File: config.mk
export PLATFORM = sky130hd
export DESIGN_NAME = smf_note_on_extractor
export DESIGN_NICKNAME = d
export VERILOG_FILES = /design/src/rtl/smf_pkg.sv /design/src/rtl/smf_parser.sv /design/src/rtl/smf_note_on_extractor.sv
export SDC_FILE = /design/constraint.sdc
export NUM_CORES = 1
export LEC_CHECK = 0
export ABC_AREA = 1
export BUFFER_PORTS_ARGS = -buffer_cell sky130_fd_sc_hd__buf_2
export CAP_MARGIN = 10
export CORE_MARGIN = 4
export CORE_UTILIZATION = 50
export CTS_CLUSTER_DIAMETER = 80
export CTS_CLUSTER_SIZE = 20
export DETAILED_ROUTE_END_ITERATION = 10
export GPL_TIMING_DRIVEN = 0
export HOLD_SLACK_MARGIN = 0.02
export PLACE_DENSITY_LB_ADDON = 0.1
export SETUP_SLACK_MARGIN = 0.4
export SLEW_MARGIN = 30
export SYNTH_ARGS = -nofsm -noshare
export SYNTH_HDL_FRONTEND = slang
export SYNTH_SLANG_ARGS = --single-unit
File: constraint.sdc
create_clock -name i_clk -period 2.3 [get_ports i_clk]
set_clock_uncertainty 0.05 [all_clocks]
set_input_delay 0.345 -clock i_clk [delete_from_list [all_inputs] [get_ports i_clk]]
set_output_delay 0.345 -clock i_clk [all_outputs]
set_load 0.005 [all_outputs]
File: src/rtl/smf_pkg.sv
`timescale 1ns / 1ps

package smf_pkg;

    localparam int unsigned VLQ_MAX_BYTES = 4;

    localparam logic [3:0] PH_CHUNK_ID   = 4'd0;
    localparam logic [3:0] PH_SKIP_LEN   = 4'd1;
    localparam logic [3:0] PH_CHUNK_SKIP = 4'd2;
    localparam logic [3:0] PH_TRACK_LEN  = 4'd3;
    localparam logic [3:0] PH_DELTA      = 4'd4;
    localparam logic [3:0] PH_EVENT      = 4'd5;
    localparam logic [3:0] PH_DATA1      = 4'd6;
    localparam logic [3:0] PH_DATA2      = 4'd7;
    localparam logic [3:0] PH_META_TYPE  = 4'd8;
    localparam logic [3:0] PH_EV_LEN     = 4'd9;
    localparam logic [3:0] PH_EV_SKIP    = 4'd10;

    localparam logic [31:0] ID_MTRK       = 32'h4D54_726B;
    localparam logic [7:0]  META_END      = 8'h2F;
    localparam logic [7:0]  BYTE_META     = 8'hFF;
    localparam logic [7:0]  BYTE_SYSEX    = 8'hF0;
    localparam logic [7:0]  BYTE_ESCAPE   = 8'hF7;
    localparam logic [3:0]  STATUS_NOTEON = 4'h9;
    localparam logic [2:0]  STATUS_ONEBYTE = 3'b110;

    typedef struct packed {
        logic       hit;
        logic [6:0] note;
    } t_result;

endpackage

File: src/rtl/smf_parser.sv
`timescale 1ns / 1ps

module smf_parser
    import smf_pkg::*;
(
    input  logic       i_clk,
    input  logic       i_rst_n,
    input  logic       i_fire,
    input  logic [7:0] i_byte,
    output t_result    o_result
);

    logic [3:0]  r_phase,   n_phase;
    logic [7:0]  r_status,  n_status;
    logic        r_held,    n_held;
    logic [31:0] r_skip,    n_skip;
    logic [27:0] r_vlq,     n_vlq;
    logic [2:0]  r_idx,     n_idx;
    logic [6:0]  r_key,     n_key;
    logic [7:0]  r_meta,    n_meta;

    logic [2:0]  idx_inc;
    logic [31:0] skip_shift;
    logic [31:0] skip_dec;
    logic [27:0] vlq_shift;
    logic        idx_full;
    logic        one_byte;

    assign idx_inc    = r_idx + 3'd1;
    assign idx_full   = ({29'd0, idx_inc} >= VLQ_MAX_BYTES);
    assign skip_shift = {r_skip[23:0], i_byte};
    assign skip_dec   = r_skip - 32'd1;
    assign vlq_shift  = {r_vlq[20:0], i_byte[6:0]};
    assign one_byte   = (r_status[7:5] == STATUS_ONEBYTE);

    always_comb begin
        n_phase = r_phase;
        n_status = r_status;
        n_held = r_held;
        n_skip = r_skip;
        n_vlq = r_vlq;
        n_idx = r_idx;
        n_key = r_key;
        n_meta = r_meta;
        o_result.hit = 1'b0;
        o_result.note = r_key;
        unique case (r_phase)
            PH_CHUNK_ID: begin
                n_skip = skip_shift;
                n_idx = idx_inc;
                if (idx_inc >= 3'd4) begin
                    n_phase = (skip_shift == ID_MTRK) ? PH_TRACK_LEN : PH_SKIP_LEN;
                    n_skip = 32'd0;
                    n_idx = 3'd0;
                end
            end
            PH_SKIP_LEN, PH_TRACK_LEN: begin
                n_skip = skip_shift;
                n_idx = idx_inc;
                if (idx_inc >= 3'd4) begin
                    n_idx = 3'd0;
                    if (r_phase == PH_TRACK_LEN) begin
                        n_status = 8'd0;
                        n_held = 1'b0;
                        n_skip = 32'd0;
                        n_phase = PH_DELTA;
                    end else if (skip_shift == 32'd0) begin
                        n_phase = PH_CHUNK_ID;
                    end else begin
                        n_phase = PH_CHUNK_SKIP;
                    end
                end
            end
            PH_CHUNK_SKIP: begin
                n_skip = skip_dec;
                if (skip_dec == 32'd0) begin
                    n_phase = PH_CHUNK_ID;
                    n_idx = 3'd0;
                end
            end
            PH_DELTA: begin
                n_idx = idx_inc;
                if (!i_byte[7] || idx_full) begin
                    n_phase = PH_EVENT;
                    n_idx = 3'd0;
                end
            end
            PH_EVENT: begin
                priority if (i_byte == BYTE_META) begin
                    n_status = 8'd0;
                    n_held = 1'b0;
                    n_phase = PH_META_TYPE;
                end else if (i_byte == BYTE_SYSEX || i_byte == BYTE_ESCAPE) begin
                    n_status = 8'd0;
                    n_held = 1'b0;
                    n_meta = 8'd0;
                    n_vlq = 28'd0;
                    n_idx = 3'd0;
                    n_phase = PH_EV_LEN;
                end else if (i_byte[7:4] == 4'hF) begin
                    n_status = 8'd0;
                    n_held = 1'b0;
                    n_phase = PH_DELTA;
                    n_idx = 3'd0;
                end else if (i_byte[7]) begin
                    n_status = i_byte;
                    n_held = 1'b1;
                    n_phase = PH_DATA1;
                end else if (r_held) begin
                    n_key = i_byte[6:0];
                    if (one_byte) begin
                        n_phase = PH_DELTA;
                        n_idx = 3'd0;
                    end else begin
                        n_phase = PH_DATA2;
                    end
                end else begin
                    n_phase = PH_DELTA;
                    n_idx = 3'd0;
                end
            end
            PH_DATA1: begin
                n_key = i_byte[6:0];
                if (one_byte) begin
                    n_phase = PH_DELTA;
                    n_idx = 3'd0;
                end else begin
                    n_phase = PH_DATA2;
                end
            end
            PH_DATA2: begin
                n_phase = PH_DELTA;
                n_idx = 3'd0;
                o_result.hit = (r_status[7:4] == STATUS_NOTEON) && !i_byte[7]
                    && (i_byte != 8'd0);
            end
            PH_META_TYPE: begin
                n_meta = i_byte;
                n_vlq = 28'd0;
                n_idx = 3'd0;
                n_phase = PH_EV_LEN;
            end
            PH_EV_LEN: begin
                n_vlq = vlq_shift;
                n_idx = idx_inc;
                if (!i_byte[7] || idx_full) begin
                    n_skip = {4'd0, vlq_shift};
                    n_vlq = 28'd0;
                    n_idx = 3'd0;
                    if (vlq_shift == 28'd0) begin
                        n_phase = (r_meta == META_END) ? PH_CHUNK_ID : PH_DELTA;
                        n_skip = 32'd0;
                        n_meta = 8'd0;
                    end else begin
                        n_phase = PH_EV_SKIP;
                    end
                end
            end
            PH_EV_SKIP: begin
                n_skip = skip_dec;
                if (skip_dec == 32'd0) begin
                    n_phase = (r_meta == META_END) ? PH_CHUNK_ID : PH_DELTA;
                    n_idx = 3'd0;
                    n_meta = 8'd0;
                end
            end
            default: begin
                n_phase = PH_CHUNK_ID;
                n_status = 8'd0;
                n_held = 1'b0;
                n_skip = 32'd0;
                n_vlq = 28'd0;
                n_idx = 3'd0;
                n_key = 7'd0;
                n_meta = 8'd0;
            end
        endcase
    end

    always_ff @(posedge i_clk) begin
        if (!i_rst_n) begin
            r_phase <= PH_CHUNK_ID;
            r_status <= 8'd0;
            r_held <= 1'b0;
            r_skip <= 32'd0;
            r_vlq <= 28'd0;
            r_idx <= 3'd0;
            r_key <= 7'd0;
            r_meta <= 8'd0;
        end else if (i_fire) begin
            r_phase <= n_phase;
            r_status <= n_status;
            r_held <= n_held;
            r_skip <= n_skip;
            r_vlq <= n_vlq;
            r_idx <= n_idx;
            r_key <= n_key;
            r_meta <= n_meta;
        end
    end

endmodule

File: src/rtl/smf_note_on_extractor.sv
`timescale 1ns / 1ps
// Channel   Direction  Handshake            Payload
// input     in         i_valid / o_ready    i_data_byte[7:0]
// output    out        o_valid / i_ready    o_note_number[6:0]
//
// One file byte is taken every cycle while o_ready is high; the parser state updates in the same cycle.
// A note-on result is registered into the output entry, or into the skid entry while the output stalls.
// A two-entry output buffer lets input continue while one result waits.
// Input stalls only while both output entries are full.
// Reset is synchronous, active low, and returns to expecting a chunk identifier.

module smf_note_on_extractor
    import smf_pkg::*;
(
    input  logic       i_clk,
    input  logic       i_rst_n,
    input  logic       i_valid,
    output logic       o_ready,
    input  logic [7:0] i_data_byte,
    output logic       o_valid,
    input  logic       i_ready,
    output logic [6:0] o_note_number
);

    t_result    parse_res;
    logic       in_fire;
    logic       hit;
    logic       out_free;

    logic       r_out_valid;
    logic [6:0] r_out_note;
    logic       r_skid_valid;
    logic [6:0] r_skid_note;

    assign o_ready = !r_skid_valid;
    assign in_fire = i_valid && o_ready;
    assign hit = in_fire && parse_res.hit;
    assign out_free = !r_out_valid || i_ready;
    assign o_valid = r_out_valid;
    assign o_note_number = r_out_note;

    smf_parser u_parser (
        .i_clk    (i_clk),
        .i_rst_n  (i_rst_n),
        .i_fire   (in_fire),
        .i_byte   (i_data_byte),
        .o_result (parse_res)
    );

    always_ff @(posedge i_clk) begin
        if (!i_rst_n) begin
            r_out_valid <= 1'b0;
            r_skid_valid <= 1'b0;
        end else if (out_free) begin
            if (r_skid_valid) begin
                r_out_valid <= 1'b1;
                r_skid_valid <= hit;
            end else begin
                r_out_valid <= hit;
            end
        end else if (hit) begin
            r_skid_valid <= 1'b1;
        end
    end

    always_ff @(posedge i_clk) begin
        if (out_free) begin
            if (r_skid_valid) begin
                r_out_note <= r_skid_note;
                r_skid_note <= parse_res.note;
            end else begin
                r_out_note <= parse_res.note;
            end
        end else if (hit) begin
            r_skid_note <= parse_res.note;
        end
    end

    a_skid_implies_out: assert property (@(posedge i_clk) disable iff (!i_rst_n)
        r_skid_valid |-> r_out_valid)
        else $error("Skid entry holds a result while the output entry is empty.");

    a_skid_fill_on_stall: assert property (@(posedge i_clk) disable iff (!i_rst_n)
        $rose(r_skid_valid) |-> $past(r_out_valid && !i_ready))
        else $error("Skid entry filled although the output was not stalled.");

    a_hit_not_lost: assert property (@(posedge i_clk) disable iff (!i_rst_n)
        (hit && r_out_valid && !i_ready) |=> r_skid_valid)
        else $error("A result arriving during an output stall was dropped.");

endmodule
-- Yosys cells after proc, flatten, opt, wreduce, memory -nomap -nowiden
Index checks and enable logic that the tools add are counted.
W data, S select, Z words.
- word-level logic and storage cells: 163
- register bits after elaboration: 100
- input port bits: 12
- output and inout port bits: 9
- magnitude comparators: 2
- reduce and logical (&&, ||, !) cells: 33
- add/sub/neg operators: 2
- multiplexer cells: 73
- eq/ne operators: 36
- bitwise operators: 5
- operator list (cell ; count):
    $pmux W32 S5 ; 1
    $mux W32 ; 4
    $mux W8 ; 11
    $logic_not A32 Y1 ; 2
    $mux W21 ; 3
    $mux W7 ; 9
    $pmux W21 S3 ; 1
    $mux W4 ; 13
    $pmux W4 S10 ; 1
    $pmux W8 S5 ; 1
    $eq A32 B31 Y1 const B ; 1
    $sub A32 B1 Y32 const B ; 1
    $mux W3 ; 10
    $logic_not A28 Y1 ; 1
    $mux W28 ; 1
    $eq A8 B8 Y1 const B ; 3
    $ne A2 B1 Y1 const B ; 12
    $pmux W8 S3 ; 1
    $pmux W7 S3 ; 1
    $reduce_and A7 Y1 ; 3
    $eq A4 B4 Y1 const B ; 5
    $eq A4 B3 Y1 const B ; 4
    $reduce_or A8 Y1 ; 2
    $pmux W3 S5 ; 1
    other kinds (28) ; 59

-- Depth between registers and ports, before layout
Gate-level depths: netlist of the first run.
- depth after elaboration: 8
- mapped depth: 17
- mapped depth without buffers: 17

-- By module
A second synthesis of the first run with hierarchy kept.
- cell total of the unflattened synthesis: 926
- area total of the unflattened synthesis: 5979.5 um2
- modules (own cells, without submodules) (module ; cells an instance ; times used ; area each (um2)):
    smf_parser ; 874 ; 1 ; 5365.1
    smf_note_on_extractor ; 52 ; 1 ; 614.3

-- Least setup slack after synthesis of the first run
Ideal clock, no wire load.
- kind: reg-to-reg
- start: reg u_parser.r_skip[0]
- end: reg u_parser.r_phase[2]
- arrival time: 2.151 ns
- path buffers: 1
- stages on the path, launching flop included: 17
- data required time: 2.137 ns
- path slack: -0.013 ns
- cell sequence: dfxtp_1 -> inv_1 -> ha_1 -> nand2_1 -> nor2_1 -> nand3_1 -> o21ai_1 -> nand2_1 -> nor2_1 -> nand2_2 -> nor2_4 -> nand3_4 -> a21boi_4 -> buf_6 -> nand3_1 -> nand2_1 -> nor2_1
- word-level cells in the longest chain between the ends: 4
- ends and longest elaborated chain (item ; RTL line ; RTL):
    start: declaration ; smf_parser.sv:16 ; logic [31:0] r_skip, n_skip;
    start signal: assignment ; smf_parser.sv:194 ; r_skip <= n_skip;
    $sub A32 B1 Y32 (*) ; smf_parser.sv:32 ; assign skip_dec = r_skip - 32'd1;
    $logic_not A32 Y1 (*) ; smf_parser.sv:76, smf_parser.sv:161 ;
    $ne A2 B1 Y1 (no line) ; - ;
    $reduce_and A7 Y1 (no line) (*) ; - ;
    end signal: assignment ; smf_parser.sv:191 ; r_phase <= n_phase;
    end: declaration ; smf_parser.sv:13 ; logic [3:0] r_phase, n_phase;
Every way passes the cells marked *; elsewhere a longest branch is shown, timed or not.
A chain may end at the register's enable or synchronous reset.

-- Worst setup path in the final report of the first run
- start: reg u_parser.r_skip[1]
- end: reg u_parser.r_phase[0]
Same word-level chain as after synthesis.

==> qor.yml, run 1 <==
drtIter0Drc: 795
synth-compound-area-share_pct: 18.86
synth.area.mux_share_pct: 0
diodes: 0
syn_area_um2: 5906
synth_top_area_share_pct: 27.46
end_kind: "flop"
synthTopCellsByArea: "dfxtp_1 27%, nand2_1 15%, a21oi_1 8.4%, edfxtp_1 7.1%, nor2_1 7.0%"
worstSetupStartpointType: "flop"
syn_nets: 921
synth_top_family_by_area: "simple AND/OR/NAND/NOR gates"
avgRoutedWirePerCell_um: 20.27
slew_headroom_pct: 54.24
ir_worst_vdd_uv: 1056
setup_slack_ns: -0.3361
rsz0062_at_grt: "true"
critPathMaxFanout: 5
synth_simple_gate_area_share_pct: 35.59
yosysTopAreaCell: "dfxtp_1"
fin_crit_sh_pct: 114.6
syn_to_final_growth_pct: 39.41
seq_area_frac_synth_pct: 34.58
dp_cells: 1065
layout.nets: 1016
maxCapViolCount: 0
stdcell_count: 1147
root_buffer: "clkbuf_16"
ios: 21
p_leak_nw: 3.311
clkSlewWorstSetupHoldPaths_ns: 0.08
num_vias: 6873
port_buffers: 18
clk_path_buf_depth: 2
setup_violations: 15
clkLatencyLatePin_ns: 0.37
die_y_um: 116.7
drive_gt1_share_pct: 35.76
violations: "setup timing"
avgSynthCellArea_um2: 6.533
final_area_um2: 8233
ys_warn_count: 0
cts_sinks: 95
period_minus_slack_ns: 2.636
track_usage_pct: 31.37
synth-edff-count: 14
power_density_nw_per_um2: 1477
coreArea_um2: 11470
tightest_slew_ns: 0.6841
report.final.slew_viol_count: 0
grt_max_degree: 21
holdCritPathClass: "in2reg"
synth_common_cells: "234 x nand2_1, 110 x nor2_1, 101 x inv_1"
dr.pass1.iters: 5
async_flop_share_pct: 0
dp_hpwl_um: 15290
grt_pass1_wl_um: 32620
yosysMostFrequentCell: "nand2_1"
cp.required_ns: 2.52
first_global_vias: 6178
dpl_cell_area_um2: 6230
rows: 39
synth_fa_ha_area_share_pct: 1.059
route.final.wire_length_um: 23250
avgViaCountPerCell: 5.992
holdBufCountCts: 0
globalRoute.totalOverflow: 0
path_class: "reg2reg"
htree_levels: 3
outcome: "finished with violations"
cts_made_buffers: 9
synth-xor-area-share_pct: 0.5932
gp_congestion: 0.9774
start_util_pct: 51.50
worst_ep_arrival_time_ns: 2.85
cts_tree: "yes"
yosysUniqueCellTypes: 42
ys_ff_latch: 95
antenna_found_initial: 0
fmax_mhz: 379.4
hold_viol: 0
die_w_um: 116.7
ys.flop_type: "dfxtp_1"
ant_nets: 0
final_core_util_pct: 71.79
die-area_um2: 13610
synth_cells: 904
post-route-drc-count: 0
==> worst paths after layout <==
path / from / to / slack [ns] / depth (start not counted)
min reg2reg: u_parser.r_key[5]$_SDFFE_PN0P_ / r_skid_note[5]$_DFFE_PP_ / 0.42 / 0
min: i_data_byte[3] / u_parser.r_key[3]$_SDFFE_PN0P_ / 0.25 / 3
max reg2reg: u_parser.r_skip[1]$_SDFFE_PN0P_ / u_parser.r_phase[0]$_SDFFE_PN0P_ / -0.34 / 16
max: u_parser.r_skip[1]$_SDFFE_PN0P_ / u_parser.r_phase[0]$_SDFFE_PN0P_ / -0.34 / 16
==> where the power goes <==
group	switching [mW]	internal (mW)	total, mW
clock	0.793	0.778	1.57
combinational	5.20	3.02	8.22
sequential	0.411	1.96	2.37
total	6.41	5.75	12.2
==> critical path: stages (launching register included) <==
cell      delay (ns)
dfxtp_4         0.38
inv_4           0.06
ha_4            0.18
nand2_8         0.08
nor2_4          0.22
nand2_4         0.11
nand2_4         0.09
nand2_4         0.05
nor2_4          0.10
nand2_2         0.08
nor3_4          0.28
nand3_4         0.18
a21boi_4        0.26
buf_4           0.16
nand3_1         0.09
nand2_1         0.11
nor2_1          0.05
==> layout by cell type (no fill, tap or decap), types with 7 or more instances in the layout <==
cell / count
o21ai_1: 14
buf_2: 20
nand2_2: 29
buf_4: 54
dfxtp_1: 58
o21ai_0: 14
dfxtp_2: 14
a211oi_2: 7
buf_6: 20
nor2_4: 39
a21oi_1: 76
nor4_1: 9
nand4_1: 20
o22ai_2: 8
nand2_1: 201
nor2_1: 71
edfxtp_1: 14
nand3_1: 41
nand3_2: 8
nor2_2: 17
a21oi_2: 21
dfxtp_4: 9
clkbuf_16: 10
o21ai_2: 11
nand2_4: 13
inv_2: 16
a211oi_1: 14
inv_1: 80
==> flip-flops by register name (all words and copies together), names as in the netlist <==
signal	cells
r_skid_valid	1
o_note_number	7
u_parser.r_vlq	21
u_parser.r_key	7
u_parser.r_phase	4
u_parser.r_idx	3
u_parser.r_skip	32
o_valid	1
u_parser.r_status	4
u_parser.r_meta	8
r_skid_note	7
==> through the flow <==
step / hold slack (ns) / setup TNS (ns) / setup WS (ns) / total power [mW]
detailed placement: 0.3993 / -20.83 / -0.5466 / 8.105
CTS: 0.2247 / -0.9709 / -0.09577 / 10.50
finish: 0.2472 / -3.809 / -0.3361 / 12.16
global placement: 0.3933 / -19.92 / -0.5421 / 8.049
floorplan: 0.3808 / 0 / 0.2120 / 6.659
global route: 0.2552 / -5.095 / -0.3920 / 12.81
==> routing by layer <==
metal,global-route usage (%),vias up,wire length [µm]
li1,-,3205,-
met1,38.75,3179,9142
met2,52.60,367,10980
met3,6.166,122,1646
met4,14.60,0,1487
met5,0,-,0
==> cells by family (layout without fill, tap and decap cells) <==
logic type | Yosys count | count (layout)
AO/OA/AOI/OAI | 194 | 194
XOR/XNOR | 4 | 4
buffers and inverters | 137 | 237
AND/OR/NAND/NOR | 469 | 469
flip-flops | 95 | 95
adder cells (fa/ha/maj) | 5 | 5
==> repair_timing <==
| action | 4_1_cts | 5_1_grt |
|---|---|---|
| endpoints found under the setup margin | 87 | 86 |
| resized for setup | 128 | 233 |
| buffers inserted | 34 | 29 |
| cloned | 1 | 2 |
| pin swaps | 23 | 85 |
==> final cells by class <==
cell class / instances / area, µm²
multi-input cells: 672 / 4260
fillers: 909 / 3234
flip-flops and latches: 95 / 2093
repair buffers: 84 / 685.7
inverters: 106 / 429.2
plain buffers: 31 / 274.0
clock buffers: 9 / 225.2
well taps: 143 / 178.9
clock inverters: 7 / 86.33
(Power assumes the default switching activity.)
==> run 2, diff against run 1 <==
--- a/config.mk
+++ b/config.mk
@@ -9,15 +9,15 @@
 export BUFFER_PORTS_ARGS = -buffer_cell sky130_fd_sc_hd__buf_2
 export CAP_MARGIN = 10
 export CORE_MARGIN = 4
-export CORE_UTILIZATION = 50
+export CORE_UTILIZATION = 57
 export CTS_CLUSTER_DIAMETER = 80
 export CTS_CLUSTER_SIZE = 20
 export DETAILED_ROUTE_END_ITERATION = 10
 export GPL_TIMING_DRIVEN = 0
 export HOLD_SLACK_MARGIN = 0.02
 export PLACE_DENSITY_LB_ADDON = 0.1
-export SETUP_SLACK_MARGIN = 0.4
 export SLEW_MARGIN = 30
 export SYNTH_ARGS = -nofsm -noshare
 export SYNTH_HDL_FRONTEND = slang
 export SYNTH_SLANG_ARGS = --single-unit
+export TNS_END_PERCENT = 5
==> run 2 against run 1 <==
Net effect:
- the flow still finishes with violations (setup timing)
- power shrank 11%
- routed wire length decreased by 12%
- register-to-register slack better by 0.19 ns
- critical path depth is 3 lower
- sequential cell count stayed put
- clock power fell by 27%
- sequential power fell by 3%
- cell count is 4.2% lower
- via count fell by 1.5%
- global-route usage is 3.4 points higher
- die area shrank 11%
- fmax grew 7.7%
==> qor.yml, run 2 (synthesized netlist as in run 1, its figures left out) <==
root_buffer: "clkbuf_8"
power_density_nw_per_um2: 1538  # +4.1%
route.final.wire_length_um: 20440  # -12%
path_class: "reg2reg"
slew_headroom_pct: 49.58  # -4.7 points
p_leak_nw: 2.916  # -12%
reg.largest.list: "u_parser.r_skip (32), u_parser.r_vlq (21), u_parser.r_meta (8)"
holdBufCountCts: 0  # unchanged
slowest_stage: "dfxtp_4"
clkLatencyLatePin_ns: 0.38  # about the same
holdCritPathClass: "in2reg"
fmax_mhz: 408.4  # +7.7%
end_kind: "flop"
multiInputGateArea_um2: 3637  # -15%
fillers: 834  # -8.3%
clk_path_buf_depth: 2  # unchanged
cts_made_buffers: 9  # unchanged
first_global_vias: 6491  # +5.1%
maxCapViolCount: 0  # unchanged
layout.nets: 978  # -3.7%
final_area_um2: 7003  # -15%
slowest_delay_ns: 0.40  # +0.02 ns
cts_sinks: 95  # unchanged
cp.required_ns: 2.57  # +0.05 ns
clkSlewWorstSetupHoldPaths_ns: 0.11  # +0.03 ns
setup_violations: 21  # +6
tightest_slew_ns: 0.7563  # +0.07223 ns
avgViaCountPerCell: 6.161  # +2.8%
cp_cell_sequence: "inv_4 > ha_4 > buf_4 > xnor2_1 > nand3_1 > nor2_1 > nand3_1 > nor3_4 > nand3_4 > a21boi_4 > buf_6 > nand3_2 > a21oi_2"
whs_ns: 0.2001  # -0.04704 ns
finalSetupTns_ns: -1.861  # +1.947 ns
worst_ep_arrival_time_ns: 2.71  # -0.14 ns
globalRoute.totalOverflow: 0  # unchanged
critPathMaxFanout: 5  # unchanged
start_util_pct: 59.60  # +8.1 points
die_w_um: 109.8  # -5.9%
post-route-drc-count: 0  # unchanged
fin_crit_sh_pct: 106.5  # -8.2 points
ir_worst_vdd_uv: 1094  # +3.6%
grt_max_degree: 21  # unchanged
diodes: 0  # unchanged
period_minus_slack_ns: 2.448  # -0.1877 ns
setup_slack_ns: -0.1484  # +0.1877 ns
final_common_cell: "nand2_1"
dp_slack_ns: -0.7664  # -0.2198 ns
avgRoutedWirePerCell_um: 18.60  # -8.2%
htree_levels: 3  # unchanged
report.final.slew_viol_count: 0  # unchanged
ios: 21  # unchanged
largest_reg_flops: 32  # unchanged
die_y_um: 109.8  # -5.9%
rsz0062_at_grt: "true"
hold_viol: 0  # unchanged
crit_buf_inv: 3  # +1
drive_gt1_share_pct: 20.81  # -15 points
drtIter0Drc: 820  # +3.1%
violations: "setup timing"
dp_hpwl_um: 15010  # -1.8%
dr.pass1.iters: 7  # +2
gp_congestion: 1.027  # +5.1%
syn_to_final_growth_pct: 18.58
crit_family: "simple AND/OR/NAND/NOR gates"
antenna_found_initial: 0  # unchanged
cpMostUsedCell: "nand3_1"
most-common-layout-cells: "220 x nand2_1, 97 x inv_1, 95 x a21oi_1"
num_vias: 6771  # -1.5%
register_area_um2: 2076  # -0.84%
die-area_um2: 12050  # -11%
grt_pass1_wl_um: 32110  # -1.6%
rows: 36  # -7.7%
track_usage_pct: 34.81  # +3.4 points
worstSetupStartpointType: "flop"
top_register: "u_parser.r_skip"
port_buffers: 18  # unchanged
ant_nets: 0  # unchanged
outcome: "finished with violations"
dpl_cell_area_um2: 6165  # -1.0%
cts_tree: "yes"
coreArea_um2: 9910  # -14%
-- run 2: changes by cell type in the layout (fill, tap and decap cells not counted), moves of 17 or more --
cell	before	now
o21ai_0	14	34
a21oi_1	76	95
nand2_1	201	220
buf_4	54	22
a21oi_2	21	2
inv_1	80	97
nor2_4	39	22
-- run 2: worst min-delay path, stage by stage --
cell     delay (ns)
buf_2          0.15
nand2_1        0.08
nor2_1         0.03
-- run 2: stage by stage --
step	power (mW)	util (%)	cells
after floorplan	6.518	-	904
after global placement	7.822	62.21	1055
after detailed placement	7.935	62.21	1055
after CTS	10.09	68.37	1093
after global routing	11.50	70.67	1099
final	10.77	70.67	1099
-- run 2: area by class of cell --
class                   count  area share (%)
clock buffers               9           1.769
plain buffers              31           2.394
repair buffers             46           4.860
inverters                 106           5.825
clock inverters             7           1.197
well taps                 133           2.376
flip-flops and latches     95           29.64
multi-input cells         672           51.94
-- run 2: power breakdown --
group | internal [mW] | switching [mW]
logic | 2.62 | 4.70
clock network | 0.440 | 0.709
registers | 1.94 | 0.357
total | 5.01 | 5.76
-- run 2: metal layers --
metal	vias to the layer above	routed length, µm	part of all wire, %	global-route usage, %
met5	-	0	0	0
met4	0	1317	6.4	21.19
met3	118	2120	10	6.812
met2	450	9313	46	57.11
met1	3076	7691	38	41.89
li1	3127	-	-	-
-- run 2: final timing paths --
| kind | from | endpoint | slack [ns] | depth (start not counted) |
|---|---|---|---|---|
| worst min-delay path | i_rst_n | u_parser.r_phase[0]$_SDFFE_PN0P_ | 0.20 | 3 |
| worst max register to register | u_parser.r_skip[1]$_SDFFE_PN0P_ | u_parser.r_meta[0]$_SDFFE_PN0P_ | -0.15 | 13 |
| worst min register to register | u_parser.r_key[3]$_SDFFE_PN0P_ | r_skid_note[3]$_DFFE_PP_ | 0.42 | 0 |
| worst max-delay path | u_parser.r_skip[1]$_SDFFE_PN0P_ | u_parser.r_meta[0]$_SDFFE_PN0P_ | -0.15 | 13 |
-- run 2: what timing repair did --
item	4_1_cts	5_1_grt
setup buffers	21	6
pin swaps	26	29
endpoints found under the setup margin	73	82
resized for setup	81	55
cloned	1	0
